<file path="src/hw/rtl/tbpc_pkg.sv">
// Package for the two-button press classifier.
// Holds the item structs, the event and register codes, widths and the counter helper.
// Depends on nothing; every module of the block imports it.
package tbpc_pkg;

  // Width of the hold and blink counters.
  localparam int unsigned CountWidth = 16;
  // Width of every configuration register.
  localparam int unsigned CfgWidth = 16;
  // Common width used when a counter is compared against a threshold.
  localparam int unsigned CmpWidth = (CountWidth > CfgWidth) ? CountWidth : CfgWidth;
  // Width of the configuration register index.
  localparam int unsigned CfgIdxWidth = 3;

  typedef logic [CountWidth-1:0] count_t;
  typedef logic [CfgWidth-1:0]   cfg_word_t;
  typedef logic [CmpWidth-1:0]   cmp_t;

  typedef enum logic [2:0] {
    EvNone   = 3'd0,
    EvAShort = 3'd1,
    EvALong  = 3'd2,
    EvBShort = 3'd3,
    EvBLong  = 3'd4
  } press_event_e;

  typedef enum logic [CfgIdxWidth-1:0] {
    RegShortMin   = 3'd0,
    RegShortMax   = 3'd1,
    RegLongMin    = 3'd2,
    RegBShortMin  = 3'd3,
    RegBlinkHalf  = 3'd4
  } cfg_reg_e;

  localparam cfg_word_t ShortMinReset  = 16'd25;
  localparam cfg_word_t ShortMaxReset  = 16'd300;
  localparam cfg_word_t LongMinReset   = 16'd2000;
  localparam cfg_word_t BShortMinReset = 16'd15;
  localparam cfg_word_t BlinkHalfReset = 16'd500;

  typedef struct packed {
    logic btn_a_level;
    logic btn_b_level;
    logic blink_enable;
  } in_item_t;

  typedef struct packed {
    press_event_e press_event;
    logic         display_run;
    logic         display_blank;
  } out_item_t;

  // Increment that stops at the largest counter value.
  function automatic count_t count_up(input count_t c);
    count_t r;
    r = (c == {CountWidth{1'b1}}) ? c : c + count_t'(1);
    return r;
  endfunction

  function automatic cmp_t cnt_ext(input count_t c);
    cmp_t r;
    r = cmp_t'(c);
    return r;
  endfunction

  function automatic cmp_t cfg_ext(input cfg_word_t c);
    cmp_t r;
    r = cmp_t'(c);
    return r;
  endfunction

endpackage

</file>
<file path="src/hw/rtl/two_button_press_classifier.sv">
// Top level of the two-button press classifier with display blink control.
// Depends on tbpc_pkg for the item structs, codes, widths and counter helper.
//
// Each input item is one timer tick carrying two active-low button levels and a
// blink-enable bit; each tick yields exactly one result item with a press event
// (none, A short, A long, B short, B long), the display run flag after the tick
// and a one-tick blank pulse. The block takes one item per clock cycle while
// in_ready_o is high: all counting and threshold compares happen in a single
// pass of logic when an item is accepted, and the result is stored in the
// output register. That output register lets a new item be accepted in the same
// cycle the previous result is taken, so the sustained rate is one item per
// cycle whenever the downstream side keeps out_ready_i high. The five 16-bit
// thresholds are written through a plain write port (index 0 short min, 1 short
// max, 2 long min, 3 B short min, 4 blink half period) and should only be
// changed while the block is idle. Counters saturate instead of wrapping.
module two_button_press_classifier (
  input  logic                                   clk_i,
  input  logic                                   rst_ni,
  input  logic                                   cfg_we_i,
  input  logic [tbpc_pkg::CfgIdxWidth-1:0]       cfg_idx_i,
  input  logic [tbpc_pkg::CfgWidth-1:0]          cfg_data_i,
  input  logic                                   in_valid_i,
  output logic                                   in_ready_o,
  input  tbpc_pkg::in_item_t                     in_item_i,
  output logic                                   out_valid_o,
  input  logic                                   out_ready_i,
  output tbpc_pkg::out_item_t                    out_item_o
);
  import tbpc_pkg::*;

  // Configuration registers.
  cfg_word_t short_min_q, short_max_q, long_min_q, b_short_min_q, blink_half_q;

  // Tick state.
  count_t hold_a_q, hold_a_d;
  count_t hold_b_q, hold_b_d;
  count_t blink_cnt_q, blink_cnt_d;
  logic   blink_phase_q, blink_phase_d;
  logic   run_q, run_d;

  // Output register.
  logic      out_valid_q;
  out_item_t out_item_q, out_item_d;

  logic accept;
  logic a_pressed, b_pressed;
  logic blink_wrap, blank;
  logic chk_a_short, chk_a_long, chk_b_short, chk_b_long;
  press_event_e ev;
  count_t blink_after_wrap, hold_a_mid, hold_b_mid;

  // The output register frees up in the same cycle its item is taken.
  assign in_ready_o = !out_valid_q || out_ready_i;
  assign accept     = in_valid_i && in_ready_o;

  always_ff @(posedge clk_i or negedge rst_ni) begin
    if (!rst_ni) begin
      short_min_q   <= ShortMinReset;
      short_max_q   <= ShortMaxReset;
      long_min_q    <= LongMinReset;
      b_short_min_q <= BShortMinReset;
      blink_half_q  <= BlinkHalfReset;
    end else if (cfg_we_i) begin
      case (cfg_reg_e'(cfg_idx_i))
        RegShortMin:  short_min_q   <= cfg_data_i;
        RegShortMax:  short_max_q   <= cfg_data_i;
        RegLongMin:   long_min_q    <= cfg_data_i;
        RegBShortMin: b_short_min_q <= cfg_data_i;
        RegBlinkHalf: blink_half_q  <= cfg_data_i;
        default: begin
        end
      endcase
    end
  end

  always_comb begin
    a_pressed = !in_item_i.btn_a_level;
    b_pressed = !in_item_i.btn_b_level;

    // Blink step: a count past the half period flips the phase. Entering
    // phase one stops the display and blanks it; phase zero restarts it.
    blink_wrap       = cnt_ext(blink_cnt_q) > cfg_ext(blink_half_q);
    blink_phase_d    = blink_phase_q ^ blink_wrap;
    blink_after_wrap = blink_wrap ? '0 : blink_cnt_q;
    run_d            = blink_wrap ? !blink_phase_d : run_q;
    blank            = blink_wrap && blink_phase_d;
    if (in_item_i.blink_enable) begin
      blink_cnt_d = count_up(blink_after_wrap);
    end else begin
      blink_cnt_d = blink_after_wrap;
      run_d       = 1'b1;
    end

    // Press checks; a later check wins the event for this tick.
    chk_a_short = !a_pressed && (cnt_ext(hold_a_q) > cfg_ext(short_min_q))
                  && (cnt_ext(hold_a_q) < cfg_ext(short_max_q));
    chk_a_long  = a_pressed && (cnt_ext(hold_a_q) > cfg_ext(long_min_q));
    chk_b_short = !b_pressed && (cnt_ext(hold_b_q) > cfg_ext(b_short_min_q));
    chk_b_long  = b_pressed && (cnt_ext(hold_b_q) > cfg_ext(long_min_q));

    if (chk_b_long) begin
      ev = EvBLong;
    end else if (chk_b_short) begin
      ev = EvBShort;
    end else if (chk_a_long) begin
      ev = EvALong;
    end else if (chk_a_short) begin
      ev = EvAShort;
    end else begin
      ev = EvNone;
    end

    hold_a_mid = (chk_a_short || chk_a_long) ? '0 : hold_a_q;
    hold_b_mid = (chk_b_short || chk_b_long) ? '0 : hold_b_q;
    hold_a_d   = a_pressed ? count_up(hold_a_mid) : '0;
    hold_b_d   = b_pressed ? count_up(hold_b_mid) : '0;

    out_item_d.press_event   = ev;
    out_item_d.display_run   = run_d;
    out_item_d.display_blank = blank;
  end

  always_ff @(posedge clk_i or negedge rst_ni) begin
    if (!rst_ni) begin
      hold_a_q      <= '0;
      hold_b_q      <= '0;
      blink_cnt_q   <= '0;
      blink_phase_q <= 1'b0;
      run_q         <= 1'b1;
      out_valid_q   <= 1'b0;
    end else begin
      if (accept) begin
        hold_a_q      <= hold_a_d;
        hold_b_q      <= hold_b_d;
        blink_cnt_q   <= blink_cnt_d;
        blink_phase_q <= blink_phase_d;
        run_q         <= run_d;
        out_valid_q   <= 1'b1;
      end else if (out_ready_i) begin
        out_valid_q <= 1'b0;
      end
    end
  end

  always_ff @(posedge clk_i) begin
    if (accept) begin
      out_item_q <= out_item_d;
    end
  end

  assign out_valid_o = out_valid_q;
  assign out_item_o  = out_item_q;

`ifndef NO_ASSERTIONS
  // A blank pulse is only produced on entry to blink phase one.
  a_blank_phase: assert property (@(posedge clk_i) disable iff (!rst_ni)
    out_valid_o && out_item_o.display_blank |-> blink_phase_q)
    else $error("display_blank raised outside blink phase one");

  // A released button leaves its hold counter cleared.
  a_release_clears: assert property (@(posedge clk_i) disable iff (!rst_ni)
    accept && in_item_i.btn_a_level && in_item_i.btn_b_level
    |=> hold_a_q == '0 && hold_b_q == '0)
    else $error("hold counter not cleared after release");

  // With blink disabled the display keeps running.
  a_blink_off_runs: assert property (@(posedge clk_i) disable iff (!rst_ni)
    accept && !in_item_i.blink_enable |=> run_q && out_item_o.display_run)
    else $error("display stopped while blink is disabled");

  // An empty output register never stalls the input side.
  a_ready_when_empty: assert property (@(posedge clk_i) disable iff (!rst_ni)
    !out_valid_q |-> in_ready_o)
    else $error("input stalled with empty output register");
`endif

endmodule
</file>
<file path="config.mk">
export PLATFORM = sky130hd
export DESIGN_NAME = two_button_press_classifier
export DESIGN_NICKNAME = d
export VERILOG_FILES = /design/src/hw/rtl/tbpc_pkg.sv /design/src/hw/rtl/two_button_press_classifier.sv
export SDC_FILE = /design/constraint.sdc
export NUM_CORES = 1
export LEC_CHECK = 0
export BUFFER_PORTS_ARGS = -buffer_cell sky130_fd_sc_hd__buf_2
export CAP_MARGIN = 30
export CORE_ASPECT_RATIO = 0.75
export CORE_MARGIN = 1.5
export CORE_UTILIZATION = 35
export CTS_CLUSTER_SIZE = 30
export DETAILED_ROUTE_END_ITERATION = 6
export MAX_ROUTING_LAYER = met4
export PLACE_DENSITY_LB_ADDON = 0.3
export SKIP_CTS_REPAIR_TIMING = 1
export SYNTH_ARGS = -nofsm -noshare
export SYNTH_HDL_FRONTEND = slang
export SYNTH_SLANG_ARGS = --single-unit
</file>
<file path="constraint.sdc">
create_clock -name clk_i -period 10.41 [get_ports clk_i]
set_input_delay 0.5205 -clock clk_i [delete_from_list [all_inputs] [get_ports clk_i]]
set_output_delay 0.5205 -clock clk_i [all_outputs]
set_load 0.05 [all_outputs]
</file>
==> results.cfg, run 1 <==
[status]
status = completed

[placement]
portBuffers = 33
hpwl_um = 16300
gp_congestion = 0.909
placed_cell_area_um2 = 9070

[detailed_routing]
wire_per_inst_um = 17.4
drc = 0
antenna_left = 0
vias = 6782
routed_via_density = 5.28
firstDrtPassIters = 5
routed_wl_um = 22400
initialDrtViolationCount = 529

[global_route]
first_global_vias = 6584
grt_pass1_wl_um = 36800
grt_max_degree = 74
overflow = 0
grt_usage_pct = 19.4
antenna_found_initial = 0

[flow_run]
drv_cap = 0

[critical_path]
crit_arrival_ns = 4.74
critPathMaxStageDelay_ns = 0.55
crit_chain = ha_1, nand4_1, or4_1, a21o_1, a31oi_1, or2_1, nor2_1, ha_1, nand3_1, nor3_2, nor2_1, nand3_1, or4_1, o21ai_1
worstSetupPathType = register to register
crit_required_ns = 10.76
crit_slowest_cell = or4_1
crit_path_max_fanout = 9
end_kind = register
start_kind = register

[pwr]
p_leak_nw = 4.32
p_per_area_nw_per_um2 = 173
p_total_mw = 1.67
irDropWorstVdd_mv = 0.109
power.share.clock_pct = 36.8
p_switching_mw = 0.523
cell_internal_pwr_mw = 1.15
pwr-share-comb_pct = 22.2
swShare_pct = 31.3
pwr-share-seq_pct = 41.0

[die]
fp.dieW_um = 183
initial_utilization_pct = 35.6
dieArea_um2 = 25300
placementRows = 49
die-height_um = 138
ioPinCount = 34
core_area_um2 = 24000

[finish]
drive_gt1_share_pct = 15.4
fillers = 2389
fin_nets = 1067
antennaDiodeCount = 0
areaGrowthSynthToFinish_pct = 13.2
layout_common_cells = 127 x nand2_1, 107 x dfrtp_1, 99 x ha_1, 95 x inv_1, 83 x o21ai_0
final_common_cell = nand2_1
final_area_um2 = 9650

[logic_synthesis]
synth-seq-area-share_pct = 40.6
synth_warnings = 0
mappedNetlistArea_um2 = 8530
synth_flop_cell = dfrtp_1
synth_cells = 907
ys_ff_latch = 136
synth.distinct_cells = 82
synth_nets = 1033
syn_area_per_cell_um2 = 9.40
synth-edff-count = 5
async_reset_ff_share_pct = 96.3

[clock_tree]
cts_tree = done
htreeDepth = 4
cts_sinks = 136
root_buffer = clkbuf_16
clk_latency_ns = 0.43
path_clk_slew_ns = 0.06
cts_made_buffers = 17
clk_path_buf_depth = 2

[timing]
skew_ns = 0.0107
slew_headroom_pct = 36.7
fin_crit_ns = 4.39
fin_crit_sh_pct = 42.1
setup_violations = 0
rsz0062_at_grt = false
slew_viol_final = 0
hold_violations = 0
tightest_slew_ns = 0.947
tns_ns = 0
fmax_mhz = 228

[hold_path]
hold_class = input port to asynchronous set/reset pin
-- synthesized netlist by cell type, drive strengths merged, types with 4 or more instances --
| cell | number | area (µm²) |
|---|---|---|
| a21o | 11 | 82.6 |
| buf | 5 | 37.5 |
| nand2b | 7 | 43.8 |
| and4 | 4 | 35.0 |
| xor2 | 8 | 70.1 |
| dfstp | 24 | 631 |
| o21ai | 87 | 435 |
| inv | 96 | 360 |
| nor4 | 7 | 71.3 |
| o211ai | 13 | 97.6 |
| ha | 99 | 1240 |
| mux2i | 4 | 40.0 |
| nor3 | 7 | 40.0 |
| nor2b | 7 | 43.8 |
| clkbuf | 20 | 75.1 |
| nand2 | 129 | 494 |
| or2 | 4 | 25.0 |
| nor2 | 27 | 104 |
| dfrtp | 107 | 2680 |
| o311ai | 10 | 148 |
| a21oi | 47 | 235 |
| nand3 | 38 | 190 |
| a32o | 4 | 41.3 |
| o41ai | 6 | 60.1 |
| edfxtp | 5 | 150 |
| mux2 | 20 | 225 |
| and3 | 7 | 43.8 |
| and2 | 14 | 87.6 |
| nand4 | 38 | 244 |
-- worst paths after layout --
path                       slack (ns)         startpoint  depth (start not counted)                end
setup / recovery                 6.02       hold_b_q[11]                         14       hold_b_q[15]
hold / removal                   0.12             rst_ni                          1     short_min_q[9]
setup reg to reg                 6.02       hold_b_q[11]                         14       hold_b_q[15]
hold reg to reg                  0.50  b_short_min_q[10]                          1  b_short_min_q[10]
max in group asynchronous        9.05             rst_ni                          2   b_short_min_q[5]
min in group clk_i               0.29         in_valid_i                          2        out_valid_o
-- logic make-up after synthesis --
family,count (synthesis),synth area share (%)
AND/OR/NAND/NOR,300,17.7
AO/OA/AOI/OAI,218,17.6
flip-flops,136,40.6
buffers and inverters,121,5.55
adder cells (fa/ha/maj),99,14.5
multiplexers,24,3.11
XOR/XNOR,9,0.924
-- routing by layer --
metal / track usage, % / share of wire [%] / up-vias
li1: - / - / 3326
met5: - / 0 / -
met4: 5.18 / 1.4 / 0
met3: 3.69 / 4.9 / 21
met2: 25.7 / 40 / 143
met1: 29.6 / 54 / 3292
-- final cells by class --
cell class              instances  area, µm²  share of cell area, %
flip-flops and latches        136       3460                   35.8
clock buffers                  18        429                   4.45
multi-input cells             650       4610                   47.8
inverters                      96        360                   3.73
repair buffers                 40        224                   2.32
well taps                     331        414                   4.29
clock inverters                14        155                   1.61
-- power by group through the flow --
stage          clock [mW]  sequential (mW)  combinational (mW)
6_report            0.615            0.685               0.370
5_1_grt             0.651            0.694               0.427
4_1_cts             0.629            0.684               0.371
3_5_place_dp            0            0.693               0.365
3_3_place_gp            0            0.690               0.360
2_1_floorplan           0            0.673               0.265
-- worst max-delay path, delay by kind of cell (launching register included) --
kind | cells | cell delay [ns]
simple gates | 9 | 2.54
flops | 1 | 0.44
fa+ha+maj | 2 | 0.59
compound gates | 3 | 0.73
-- through the flow --
stage | utilization [%] | setup slack, ns | hold WS, ns | cells
floorplan | - | 6.81 | 0.225 | 907
global placement | 37.8 | 6.26 | 0.487 | 1253
detailed placement | 37.8 | 6.11 | 0.493 | 1253
CTS | 40.3 | 6.09 | 0.134 | 1285
global route | 40.3 | 5.79 | 0.171 | 1285
finish | 40.3 | 6.02 | 0.119 | 1285
-- flip-flops by register name, indices dropped and copies added (netlist names) --
signal / count
blink_phase_q: 1
out_item_o: 5
short_max_q: 16
hold_a_q: 16
out_valid_o: 1
run_q: 1
long_min_q: 16
short_min_q: 16
blink_half_q: 16
blink_cnt_q: 16
b_short_min_q: 16
hold_b_q: 16
No activity file was read; power rests on OpenSTA's default activity.
==> run 2: changes to the inputs <==
==> constraint.sdc (replaced) <==
create_clock -name clk_i -period 4.6 [get_ports clk_i]
set_input_delay 0.23 -clock clk_i [delete_from_list [all_inputs] [get_ports clk_i]]
set_output_delay 0.23 -clock clk_i [all_outputs]
set_load 0.05 [all_outputs]
==> results.cfg, run 2 (same netlist as run 1, synthesis figures left out) <==
[clock_tree]
root_buffer = clkbuf_16
clk_latency_ns = 0.44
clk_path_buf_depth = 2
path_clk_slew_ns = 0.06
cts_sinks = 136
cts_made_buffers = 17
htreeDepth = 4
cts_tree = done

[timing]
setup_violations = 0
fin_crit_sh_pct = 93.6
fmax_mhz = 232
tightest_slew_ns = 0.780
tns_ns = 0
slew_viol_final = 0
slew_headroom_pct = 47.8
fin_crit_ns = 4.31
holdWs_ns = 0.0309
rsz0062_at_grt = false
hold_violations = 0
skew_ns = 0.0113

[global_route]
grt_max_degree = 67
antenna_found_initial = 0
first_global_vias = 6457
grt_pass1_wl_um = 37100
overflow = 0
grt_usage_pct = 19.7

[die]
dieArea_um2 = 25300
ioPinCount = 34
fp.dieW_um = 183
core_area_um2 = 24000
die-height_um = 138
placementRows = 49
initial_utilization_pct = 35.6

[detailed_routing]
firstDrtPassIters = 5
routed_wl_um = 22600
routed_via_density = 5.27
vias = 6821
drc = 0
initialDrtViolationCount = 540
antenna_left = 0
wire_per_inst_um = 17.4

[pwr]
p_total_mw = 3.83
p_leak_nw = 4.39
p_per_area_nw_per_um2 = 392
irDropWorstVdd_mv = 0.263

[status]
status = completed

[finish]
final_common_cell = nand2_1
drive_gt1_share_pct = 16.7
antennaDiodeCount = 0
layout_common_cells = 127 x nand2_1, 107 x dfrtp_1, 99 x ha_1, 95 x inv_1, 83 x o21ai_0
fin_nets = 1077
areaGrowthSynthToFinish_pct = 14.6
finish.utilization_pct = 40.8
fillers = 2392

[flow_run]
drv_cap = 0

[placement]
gp_congestion = 0.873
portBuffers = 33
hpwl_um = 16600

[critical_path]
worstSetupStartpoint = long_min_q[10]
worstSetupPathType = register to register
start_kind = register
r2r_start = long_min_q[10]
crit_required_ns = 4.95
crit_path_max_fanout = 9
crit_arrival_ns = 4.66
end_kind = register

[hold_path]
hold_start = in_item_i[0]
hold_class = input port to register
==> run 2: changes by cell type in the layout (fill, tap and decap cells not counted), moves of 2 or more <==
cell,change
clkinv_1,-4
buf_4,+7
clkinv_4,+2
dlygate4sd3_1,+2
inv_6,+2
==> run 2: layout make-up <==
class	instances	area, µm²	area share, %
Sequential cell	136	3460	35.4
Timing Repair Buffer	50	312	3.19
Multi-Input combinational cell	650	4620	47.3
Tap cell	331	414	4.24
Inverter	96	360	3.69
Clock inverter	14	173	1.77
Clock buffer	18	429	4.39
==> run 2: routing by layer <==
| layer | global-route usage (%) | up-vias | share of wire, % |
|---|---|---|---|
| met5 | - | - | 0 |
| met4 | 4.31 | 0 | 0.78 |
| met3 | 3.69 | 16 | 4.8 |
| met2 | 24.6 | 158 | 39 |
| met1 | 31.7 | 3297 | 55 |
| li1 | - | 3350 | - |
==> run 2: path summary, 6_finish.rpt <==
check / to / slack (ns) / cells after the start
max in group asynchronous: hold_b_q[5] / 3.12 / 3
setup reg to reg: hold_b_q[15] / 0.29 / 14
hold / removal: run_q / 0.03 / 2
setup / recovery: hold_b_q[15] / 0.29 / 14
min in group asynchronous: out_valid_o / 0.38 / 2
hold reg to reg: b_short_min_q[13] / 0.50 / 1
==> run 2: worst max-delay path, stage by stage, from the launching register on <==
cell      delay (ns)
dfstp_2         0.51
inv_1           0.06
ha_1            0.30
nand4_1         0.24
a2111o_1        0.50
a311oi_4        0.50
or2_1           0.36
nor2_1          0.08
ha_1            0.25
nand3_1         0.19
nor3_2          0.14
nor2_1          0.28
nand3_1         0.17
or4_1           0.50
o21ai_1         0.14
==> run 2: metrics by stage <==
step | worst slack, ns | area (µm²) | instances
after global routing | 0.0354 | 9770 | 1295
after detailed placement | 0.274 | 9120 | 1260
after floorplan | 0.999 | 8530 | 907
after CTS | 0.281 | 9720 | 1292
after global placement | 0.476 | 9120 | 1260
final | 0.293 | 9770 | 1295
==> run 2: power breakdown <==
part           internal [mW]  switching [mW]  total [mW]
combinational          0.337           0.528       0.865
sequential              1.42           0.122        1.54
clock                  0.857           0.564        1.42
